--- config.mk ---
export PLATFORM = sky130hd
export DESIGN_NAME = weekday_alarm_next_time_selector
export DESIGN_NICKNAME = d
export VERILOG_FILES = /design/src/sv/wans_pkg.sv /design/src/sv/weekday_alarm_next_time_selector.sv /design/src/sv/wans_fire_offset.sv
export SDC_FILE = /design/constraint.sdc
export NUM_CORES = 2
export LEC_CHECK = 0
export BUFFER_PORTS_ARGS = -buffer_cell sky130_fd_sc_hd__buf_4
export CAP_MARGIN = 20
export CORE_UTILIZATION = 55
export DETAILED_ROUTE_END_ITERATION = 10
export PLACE_DENSITY_LB_ADDON = 0.15
export SLEW_MARGIN = 20
export SYNTH_ARGS = -nofsm -noshare
export SYNTH_HDL_FRONTEND = slang
export SYNTH_SLANG_ARGS = --single-unit
--- constraint.sdc ---
create_clock -name clk -period 10.5 [get_ports clk]
set_clock_uncertainty 0.15 [all_clocks]
set_input_delay 1.575 -clock clk [delete_from_list [all_inputs] [get_ports clk]]
set_output_delay 1.575 -clock clk [all_outputs]
set_load 0.005 [all_outputs]
--- src/sv/wans_pkg.sv ---
`default_nettype none
// ----------------------------------------------------------------------------
// Weekday alarm selector package
// Shared types, command codes, reciprocal constants and small helper
// functions for the weekday alarm next-time selector.
// ----------------------------------------------------------------------------
package wans_pkg;

	// Sequencer states
	typedef enum logic [3:0] {
		ST_IDLE,
		ST_MUL_DAY,
		ST_MUL_DS,
		ST_TOD,
		ST_MUL_MIN,
		ST_MUL_HR,
		ST_HM,
		ST_SCAN,
		ST_DRAIN,
		ST_DONE
	} wans_state_t;

	// Command codes (code 3 is unused and changes nothing)
	localparam logic [1:0] CMD_WRITE   = 2'd0;
	localparam logic [1:0] CMD_COMPUTE = 2'd1;
	localparam logic [1:0] CMD_CHECK   = 2'd2;

	// One alarm table entry, 20 bits
	typedef struct packed {
		logic       enabled;
		logic       once;
		logic [6:0] day_mask;
		logic [4:0] hour;
		logic [5:0] minute;
	} alarm_entry_t;

	// Calendar view of the current time
	typedef struct packed {
		logic [2:0] weekday;
		logic [4:0] hour;
		logic [5:0] minute;
	} now_clock_t;

	localparam int TimeW   = 33;
	localparam int OffsetW = 20;

	// Shared multiplier geometry
	localparam int MulAW = 25;
	localparam int MulBW = 26;
	localparam int MulPW = MulAW + MulBW;

	// floor(x / 675) = (x * DayRecip) >> 35 for x < 2**25
	localparam logic [MulBW-1:0] DayRecip = 26'd50903317;
	localparam logic [MulBW-1:0] DayOdd   = 26'd675;
	// floor(x / 60) = (x * MinRecip) >> 23 for x < 86400
	localparam logic [MulBW-1:0] MinRecip = 26'd139811;
	// floor(x / 60) = (x * HourRecip) >> 16 for x < 1440
	localparam logic [MulBW-1:0] HourRecip = 26'd1093;

	// Residue mod 7 of a 17-bit value: octal digits fold since 8 = 1 mod 7
	function automatic logic [2:0] mod7_17(input logic [16:0] v);
		logic [5:0] s1;
		logic [3:0] s2;
		logic [2:0] s3;
		s1 = 6'(v[2:0]) + 6'(v[5:3]) + 6'(v[8:6]) + 6'(v[11:9]) + 6'(v[14:12])
			+ 6'(v[16:15]);
		s2 = 4'(s1[2:0]) + 4'(s1[5:3]);
		s3 = s2[2:0] + 3'(s2[3]);
		return (s3 == 3'd7) ? 3'd0 : s3;
	endfunction

	// Rotate a weekday mask so that bit j is the day j days after weekday
	function automatic logic [6:0] rot_mask(input logic [6:0] m, input logic [2:0] wd);
		logic [13:0] twice;
		twice = {m, m} >> wd;
		return twice[6:0];
	endfunction

	// Seconds in a given number of whole days, up to seven
	function automatic logic [OffsetW-1:0] day_secs(input logic [2:0] d);
		return OffsetW'(d) * 20'd86400;
	endfunction

endpackage
`default_nettype wire

--- src/sv/weekday_alarm_next_time_selector.sv ---
`default_nettype none
// ----------------------------------------------------------------------------
// Weekday alarm next-time selector
// Holds a table of weekday alarms, finds the earliest next firing second
// for a given local time, and reports whether the stored alarm is due.
//
//   channel  direction  handshake            payload
//   in       to block   in_valid / in_stall  command, alarm_slot, entry_*,
//                                            now_seconds
//   out      from block out_valid / out_stall next_alarm_time,
//                                            next_alarm_slot, ringing
//   cfg      to block   cfg_valid / cfg_ready cfg_data (trigger tolerance)
//
// A compute command runs six setup steps, four of them on the shared
// multiplier, that split the time into day, weekday, hour and minute, then
// the scan visits one table entry per cycle.
// Write, check and unused commands skip the setup and the scan.
// One item is in work at a time; in_stall is high until its result sits in
// the output register, which holds it while out_stall is high.
// Reset clears the table, the stored alarm and sets the tolerance to 20.
// ----------------------------------------------------------------------------
module weekday_alarm_next_time_selector #(
	parameter int ALARM_COUNT = 8
) (
	input  logic        clk,
	input  logic        arst_n,
	input  logic        in_valid,
	output logic        in_stall,
	input  logic [1:0]  command,
	input  logic [2:0]  alarm_slot,
	input  logic        entry_enabled,
	input  logic        entry_once,
	input  logic [6:0]  entry_day_mask,
	input  logic [4:0]  entry_hour,
	input  logic [5:0]  entry_minute,
	input  logic [31:0] now_seconds,
	output logic        out_valid,
	input  logic        out_stall,
	output logic [32:0] next_alarm_time,
	output logic [2:0]  next_alarm_slot,
	output logic        ringing,
	input  logic        cfg_valid,
	output logic        cfg_ready,
	input  logic [7:0]  cfg_data
);
	import wans_pkg::*;

	localparam int IdxW = (ALARM_COUNT > 1) ? $clog2(ALARM_COUNT) : 1;

	wans_state_t state_q, state_d;

	alarm_entry_t table_q [ALARM_COUNT];
	alarm_entry_t wr_entry;

	logic [31:0]        now_q;
	logic [MulPW-1:0]   prod_q;
	logic [15:0]        day_q;
	logic [31:0]        ds_q;
	logic [16:0]        tod_q;
	logic [10:0]        nmin_q;
	now_clock_t         tnow_q;

	logic [MulAW-1:0]   mul_a;
	logic [MulBW-1:0]   mul_b;
	logic [MulPW-1:0]   mul_p;
	logic               mul_en;

	logic [IdxW-1:0]    scan_idx_q;
	logic               scan_last;
	logic               fire_ok_c;
	logic [OffsetW-1:0] offset_c;
	logic               vld_s1;
	logic               fire_ok_s1;
	logic [OffsetW-1:0] off_s1;
	logic [IdxW-1:0]    idx_s1;

	logic               found_q;
	logic [TimeW-1:0]   best_time_q;
	logic [IdxW-1:0]    best_idx_q;
	logic [TimeW-1:0]   cand_time;
	logic               take;

	logic [TimeW-1:0]   stored_time_q;
	logic [2:0]         stored_slot_q;
	logic [7:0]         tol_q;
	logic               ring_q;
	logic               ring_c;

	logic               out_valid_q;
	logic [TimeW-1:0]   out_time_q;
	logic [2:0]         out_slot_q;
	logic               out_ring_q;
	logic               out_load;
	logic               in_xfer;

	// Handshakes
	assign in_stall  = (state_q != ST_IDLE);
	assign in_xfer   = in_valid && !in_stall;
	assign cfg_ready = 1'b1;

	assign out_valid       = out_valid_q;
	assign next_alarm_time = out_time_q;
	assign next_alarm_slot = out_slot_q;
	assign ringing         = out_ring_q;

	assign wr_entry = '{enabled: entry_enabled, once: entry_once, day_mask: entry_day_mask,
		hour: entry_hour, minute: entry_minute};

	assign scan_last = (scan_idx_q == IdxW'(ALARM_COUNT - 1));

	// Next state
	always_comb begin
		state_d = state_q;
		unique case (state_q)
			ST_IDLE: begin
				if (in_xfer) begin
					state_d = (command == CMD_COMPUTE) ? ST_MUL_DAY : ST_DONE;
				end
			end
			ST_MUL_DAY: state_d = ST_MUL_DS;
			ST_MUL_DS:  state_d = ST_TOD;
			ST_TOD:     state_d = ST_MUL_MIN;
			ST_MUL_MIN: state_d = ST_MUL_HR;
			ST_MUL_HR:  state_d = ST_HM;
			ST_HM:      state_d = ST_SCAN;
			ST_SCAN: begin
				if (scan_last) begin
					state_d = ST_DRAIN;
				end
			end
			ST_DRAIN:   state_d = ST_DONE;
			ST_DONE: begin
				if (out_load) begin
					state_d = ST_IDLE;
				end
			end
			default:    state_d = ST_IDLE;
		endcase
	end

	// Sequencer outputs: multiplier operands and result load
	always_comb begin
		mul_a    = '0;
		mul_b    = '0;
		mul_en   = 1'b0;
		out_load = 1'b0;
		unique case (state_q)
			ST_MUL_DAY: begin
				mul_a  = now_q[31:7];
				mul_b  = DayRecip;
				mul_en = 1'b1;
			end
			ST_MUL_DS: begin
				mul_a  = MulAW'(prod_q[50:35]);
				mul_b  = DayOdd;
				mul_en = 1'b1;
			end
			ST_MUL_MIN: begin
				mul_a  = MulAW'(tod_q);
				mul_b  = MinRecip;
				mul_en = 1'b1;
			end
			ST_MUL_HR: begin
				mul_a  = MulAW'(prod_q[33:23]);
				mul_b  = HourRecip;
				mul_en = 1'b1;
			end
			ST_DONE: begin
				out_load = !out_valid_q || !out_stall;
			end
			default: begin
			end
		endcase
	end

	// Shared multiplier
	assign mul_p = MulPW'(mul_a) * MulPW'(mul_b);

	// Per-entry firing offset
	wans_fire_offset u_fire (
		.entry     (table_q[scan_idx_q]),
		.now_clock (tnow_q),
		.fire_ok   (fire_ok_c),
		.offset    (offset_c)
	);

	// Compare stage: keep the earliest, ties keep the lower index
	assign cand_time = TimeW'(ds_q) + TimeW'(off_s1);
	assign take      = vld_s1 && fire_ok_s1 && (!found_q || (cand_time < best_time_q));

	// Due check for the stored alarm
	assign ring_c = (stored_time_q != '0) &&
		(stored_time_q < (TimeW'(now_seconds) + TimeW'(tol_q)));

	// Control state, table and stored alarm
	always_ff @(posedge clk or negedge arst_n) begin
		if (!arst_n) begin
			state_q       <= ST_IDLE;
			scan_idx_q    <= '0;
			vld_s1        <= 1'b0;
			found_q       <= 1'b0;
			stored_time_q <= '0;
			stored_slot_q <= '0;
			tol_q         <= 8'd20;
			ring_q        <= 1'b0;
			out_valid_q   <= 1'b0;
			for (int i = 0; i < ALARM_COUNT; i++) begin
				table_q[i] <= '0;
			end
		end else begin
			state_q <= state_d;

			// Take a tolerance write
			if (cfg_valid) begin
				tol_q <= cfg_data;
			end

			// Write one table entry; slots past the table are dropped
			if (in_xfer && (command == CMD_WRITE)) begin
				for (int i = 0; i < ALARM_COUNT; i++) begin
					if ({3'b000, alarm_slot} == 6'(i)) begin
						table_q[i] <= wr_entry;
					end
				end
			end

			// Latch the due flag on each transfer
			if (in_xfer) begin
				ring_q <= (command == CMD_CHECK) && ring_c;
			end

			// Advance the scan index
			if (state_q == ST_HM) begin
				scan_idx_q <= '0;
			end else if (state_q == ST_SCAN) begin
				scan_idx_q <= scan_last ? '0 : scan_idx_q + 1'b1;
			end
			vld_s1 <= (state_q == ST_SCAN);

			// Track the best candidate
			if (state_q == ST_HM) begin
				found_q <= 1'b0;
			end else if (take) begin
				found_q <= 1'b1;
			end

			// Commit the result of the scan
			if (state_q == ST_DRAIN) begin
				if (found_q || take) begin
					stored_time_q <= take ? cand_time : best_time_q;
					stored_slot_q <= take ? 3'(idx_s1) : 3'(best_idx_q);
				end else begin
					stored_time_q <= '0;
					stored_slot_q <= '0;
				end
			end

			// Hold or drop the output transfer
			if (out_load) begin
				out_valid_q <= 1'b1;
			end else if (!out_stall) begin
				out_valid_q <= 1'b0;
			end
		end
	end

	// Datapath registers
	always_ff @(posedge clk) begin
		if (in_xfer) begin
			now_q <= now_seconds;
		end
		if (mul_en) begin
			prod_q <= mul_p;
		end
		if (state_q == ST_MUL_DS) begin
			day_q <= prod_q[50:35];
		end
		if (state_q == ST_TOD) begin
			ds_q           <= {prod_q[24:0], 7'b0};
			tod_q          <= {now_q[16:7] - prod_q[9:0], now_q[6:0]};
			tnow_q.weekday <= mod7_17(17'(day_q) + 17'd3);
		end
		if (state_q == ST_MUL_HR) begin
			nmin_q <= prod_q[33:23];
		end
		if (state_q == ST_HM) begin
			tnow_q.hour   <= prod_q[20:16];
			tnow_q.minute <= 6'(nmin_q - 11'(prod_q[20:16]) * 11'd60);
		end

		// Scan pipeline stage
		fire_ok_s1 <= fire_ok_c;
		off_s1     <= offset_c;
		idx_s1     <= scan_idx_q;

		if (take) begin
			best_time_q <= cand_time;
			best_idx_q  <= idx_s1;
		end

		if (out_load) begin
			out_time_q <= stored_time_q;
			out_slot_q <= stored_slot_q;
			out_ring_q <= ring_q;
		end
	end

`ifndef SYNTHESIS
	a_xfer_leaves_idle: assert property (@(posedge clk) disable iff (!arst_n)
		in_valid && !in_stall |=> state_q != ST_IDLE)
		else $error("accepted item did not start work");

	a_ring_needs_alarm: assert property (@(posedge clk) disable iff (!arst_n)
		out_valid && ringing |-> next_alarm_time != '0)
		else $error("ringing reported with no stored alarm");

	a_scan_from_zero: assert property (@(posedge clk) disable iff (!arst_n)
		state_q == ST_HM |=> state_q == ST_SCAN && scan_idx_q == '0)
		else $error("table scan did not start at entry zero");
`endif

endmodule
`default_nettype wire

--- src/sv/wans_fire_offset.sv ---
`default_nettype none
// ----------------------------------------------------------------------------
// Alarm firing offset
// For one table entry, decides whether it can fire and gives its firing
// second as an offset from the start of the current day.
// ----------------------------------------------------------------------------
module wans_fire_offset (
	input  wans_pkg::alarm_entry_t        entry,
	input  wans_pkg::now_clock_t          now_clock,
	output logic                          fire_ok,
	output logic [wans_pkg::OffsetW-1:0]  offset
);
	import wans_pkg::*;

	logic       before_now;
	logic       after_now;
	logic [6:0] ahead;
	logic [2:0] days;

	// Compare alarm hour and minute with the current hour and minute
	assign before_now = (entry.hour < now_clock.hour) ||
		((entry.hour == now_clock.hour) && (entry.minute < now_clock.minute));
	assign after_now = (entry.hour > now_clock.hour) ||
		((entry.hour == now_clock.hour) && (entry.minute > now_clock.minute));

	assign ahead = rot_mask(entry.day_mask, now_clock.weekday);

	// Pick the number of days until the alarm fires
	always_comb begin
		days = 3'd7;
		if (entry.once) begin
			days = before_now ? 3'd1 : 3'd0;
		end else if (ahead[0] && after_now) begin
			days = 3'd0;
		end else begin
			for (int j = 6; j >= 1; j--) begin
				if (ahead[j]) begin
					days = 3'(j);
				end
			end
		end
	end

	// Skip disabled alarms and repeating alarms with no day set
	assign fire_ok = entry.enabled && (entry.once || (entry.day_mask != 7'd0));

	assign offset = OffsetW'(entry.hour) * 20'd3600 + OffsetW'(entry.minute) * 20'd60
		+ day_secs(days);

endmodule
`default_nettype wire

==> impl_metrics.ini <==
[outcome]
status = complete, no violations

[synthesis]
synth_top_area_frac = 0.192
synth_ff_type = dfrtp_1
syn_area_per_cell_um2 = 11.3
syn_area_um2 = 38900
ys_ff_latch = 470
synth_edf_count = 197
seq_area_frac_synth = 0.321
synth_cells = 3430
synth.distinct_cells = 89
yosys-top-cells-area = fa_1, ha_1, edfxtp_1
yosys_warnings = 0
synth_top_area_cell = fa_1
ys_async_sr_fraction = 0.457

[drt]
vias = 25519
drc = 0
wl_per_cell_um = 22.2
antenna_left = 0
drt_iter0_markers = 1695
routed_wl_um = 102000
firstDrtPassIters = 7
viasPerCell = 5.56

[floorplan]
io_pins = 110
core_um2 = 69900
die-height_um = 268
rows = 97
dieArea_um2 = 71700
initial_core_util = 0.556
die_w_um = 268

[clock_tree]
cts_buffers = 52
htreeDepth = 2
hold_buffers = 0
worstSkewPairLatency_ns = 0.64
cts-root-buf = clkbuf_16
clk_path_buf_depth = 3
clk_pin_slew_worst_paths_ns = 0.07
post_cts_buffers = 0
cts_tree = built
clock_sinks = 470
ctsResizeCount = 0

[sta]
setup-tns-final_ns = 0
setup_ws_ns = 0.732
hold_viol_final = 0
worst_slew_pin_slew_ns = 1.09
rsz0062_at_grt = false
period_needed_ns = 9.77
setup_violations = 0
drv_slew = 0
holdWs_ns = 0.268
clock.fmax_mhz = 102
period_share = 0.930
slew_headroom = 0.272

[setup_path]
cpMaxStageDelayCell = nor3_2
crit_type = reg -> reg
path_max_fanout = 15
slowest_delay_ns = 0.71
crit_required_ns = 10.69
endpoint_kind = flip-flop
crit_arrival_ns = 9.96
worstSetupStartpointType = flip-flop

[global_route]
overflow = 0
antenna_found_initial = 2
grt_pass1_wl_um = 159000
first_global_vias = 27570
track_usage = 0.296
grt_max_degree = 82

[final_layout]
final_cell_area_um2 = 43000
drive_gt1_frac = 0.134
nNetsFinal = 4527
area_delta_synth_final_pct = 10.6

[min_path]
min_path_type = reg -> reg

[flow_run]
maxCapViolations = 0

[place]
place_ws_ns = 1.01
gp_congestion = 0.985
place_hpwl_um = 84400
placed_cell_area_um2 = 41000
io_buffers = 108
path summary, 6_finish.rpt:
| path | start | endpoint | slack [ns] | cells after the start |
|---|---|---|---|---|
| min reg2reg | nmin_q[0]$_DFFE_PN_ | tnow_q[0]$_DFFE_PP_ | 0.27 | 0 |
| max | state_q[0]$_DFFE_PN0P_ | prod_q[48]$_DFFE_PP_ | 0.73 | 29 |
| min | nmin_q[0]$_DFFE_PN_ | tnow_q[0]$_DFFE_PP_ | 0.27 | 0 |
| max in group asynchronous | arst_n | table_q[61]$_DFFE_PN0P_ | 7.47 | 3 |
| min in group asynchronous | arst_n | table_q[73]$_DFFE_PN0P_ | 0.84 | 1 |
| max reg2reg | state_q[0]$_DFFE_PN0P_ | prod_q[48]$_DFFE_PP_ | 0.73 | 29 |
synthesized netlist by cell type (all sizes together), types with 5 or more instances:
cell type	n
inv	700
ha	477
fa	373
dfrtp	213
edfxtp	197
mux2	196
nand2	164
a21oi	104
xnor2	101
nor2	100
o21ai	87
a21o	67
xor2	59
dfxtp	58
clkbuf	48
nand3	46
mux4	40
a22o	35
and3	34
nand4	27
buf	24
nor2b	24
nor3	22
and2	20
o21bai	20
mux2i	18
nand2b	14
nor4	12
a21boi	11
o21a	11
a211oi	10
or2	10
a31oi	9
o211ai	9
nand3b	8
nor3b	7
o31ai	6
a221o	5
through the flow:
step                cells   util
finish               4592  0.615
global route         4592  0.615
CTS                  4591  0.615
detailed placement   4493  0.587
global placement     4493  0.587
floorplan            3491      -
worst max-delay path, delay by kind of cell, from the launching register on:
kind	cells	cell delay, ns
AOI/OAI and AO/OA	7	2.08
xor gates and xnor gates	1	0.10
adders and majority gates	8	3.73
buffers and inverters	6	0.67
DFF	1	0.62
and+or+nand+nor	7	2.11
layout by cell type, fill, tap and decap left out, types with 29 or more instances in the layout:
cell type	instances
nor2_1	97
a22o_1	35
xnor2_1	101
a21o_1	67
dfrtp_1	212
and3_1	34
clkbuf_16	57
nand3_1	45
inv_1	698
ha_1	477
edfxtp_1	197
conb_1	63
dfxtp_1	58
buf_4	132
mux4_2	29
o21ai_0	71
a21oi_1	103
xor2_1	59
nand2_1	163
mux2_2	194
fa_1	373
metal layers:
metal | vias up | GRT usage | part of all wire
met2 | 655 | 0.488 | 0.48
li1 | 11715 | - | -
met5 | - | 0 | 0
met3 | 153 | 0.0451 | 0.055
met1 | 12996 | 0.404 | 0.44
met4 | 0 | 0.0903 | 0.030
sequential cells by signal (all words and copies together) (netlist names), 3 cells and up:
| signal | flops |
|---|---|
| best_time_q | 33 |
| best_idx_q | 3 |
| stored_time_q | 33 |
| nmin_q | 6 |
| stored_slot_q | 3 |
| day_q | 16 |
| tol_q | 8 |
| ds_q | 25 |
| prod_q | 50 |
| now_q | 32 |
| table_q | 160 |
| scan_idx_q | 3 |
| state_q | 4 |
| idx_s1 | 3 |
| off_s1 | 18 |
| tod_q | 17 |
| tnow_q | 14 |
| next_alarm_time | 33 |
| next_alarm_slot | 3 |
kinds of logic (layout without fill, tap and decap cells):
logic type	count (synthesis)	count (layout)	share of synthesized area
AO/OA/AOI/OAI	412	412	0.0708
other	2	64	0.000193
AND/OR/NAND/NOR	509	509	0.0647
multiplexers	254	254	0.0858
adder cells (fa/ha/maj)	850	850	0.346
flip-flops	470	470	0.321
XOR/XNOR	160	160	0.0361
buffers and inverters	773	933	0.0760
final cells by class:
class	count	area, µm²
repair buffers	134	1020
multi-input cells	2248	23800
inverters	701	2630
clock buffers	74	1570
well taps	940	1180
fillers	5723	26900
flip-flops and latches	470	12500
diodes	1	2.50
clock inverters	24	368
Power is not shown: default switching activity piles up to over one toggle a cycle in this logic, so the estimate is an artifact.
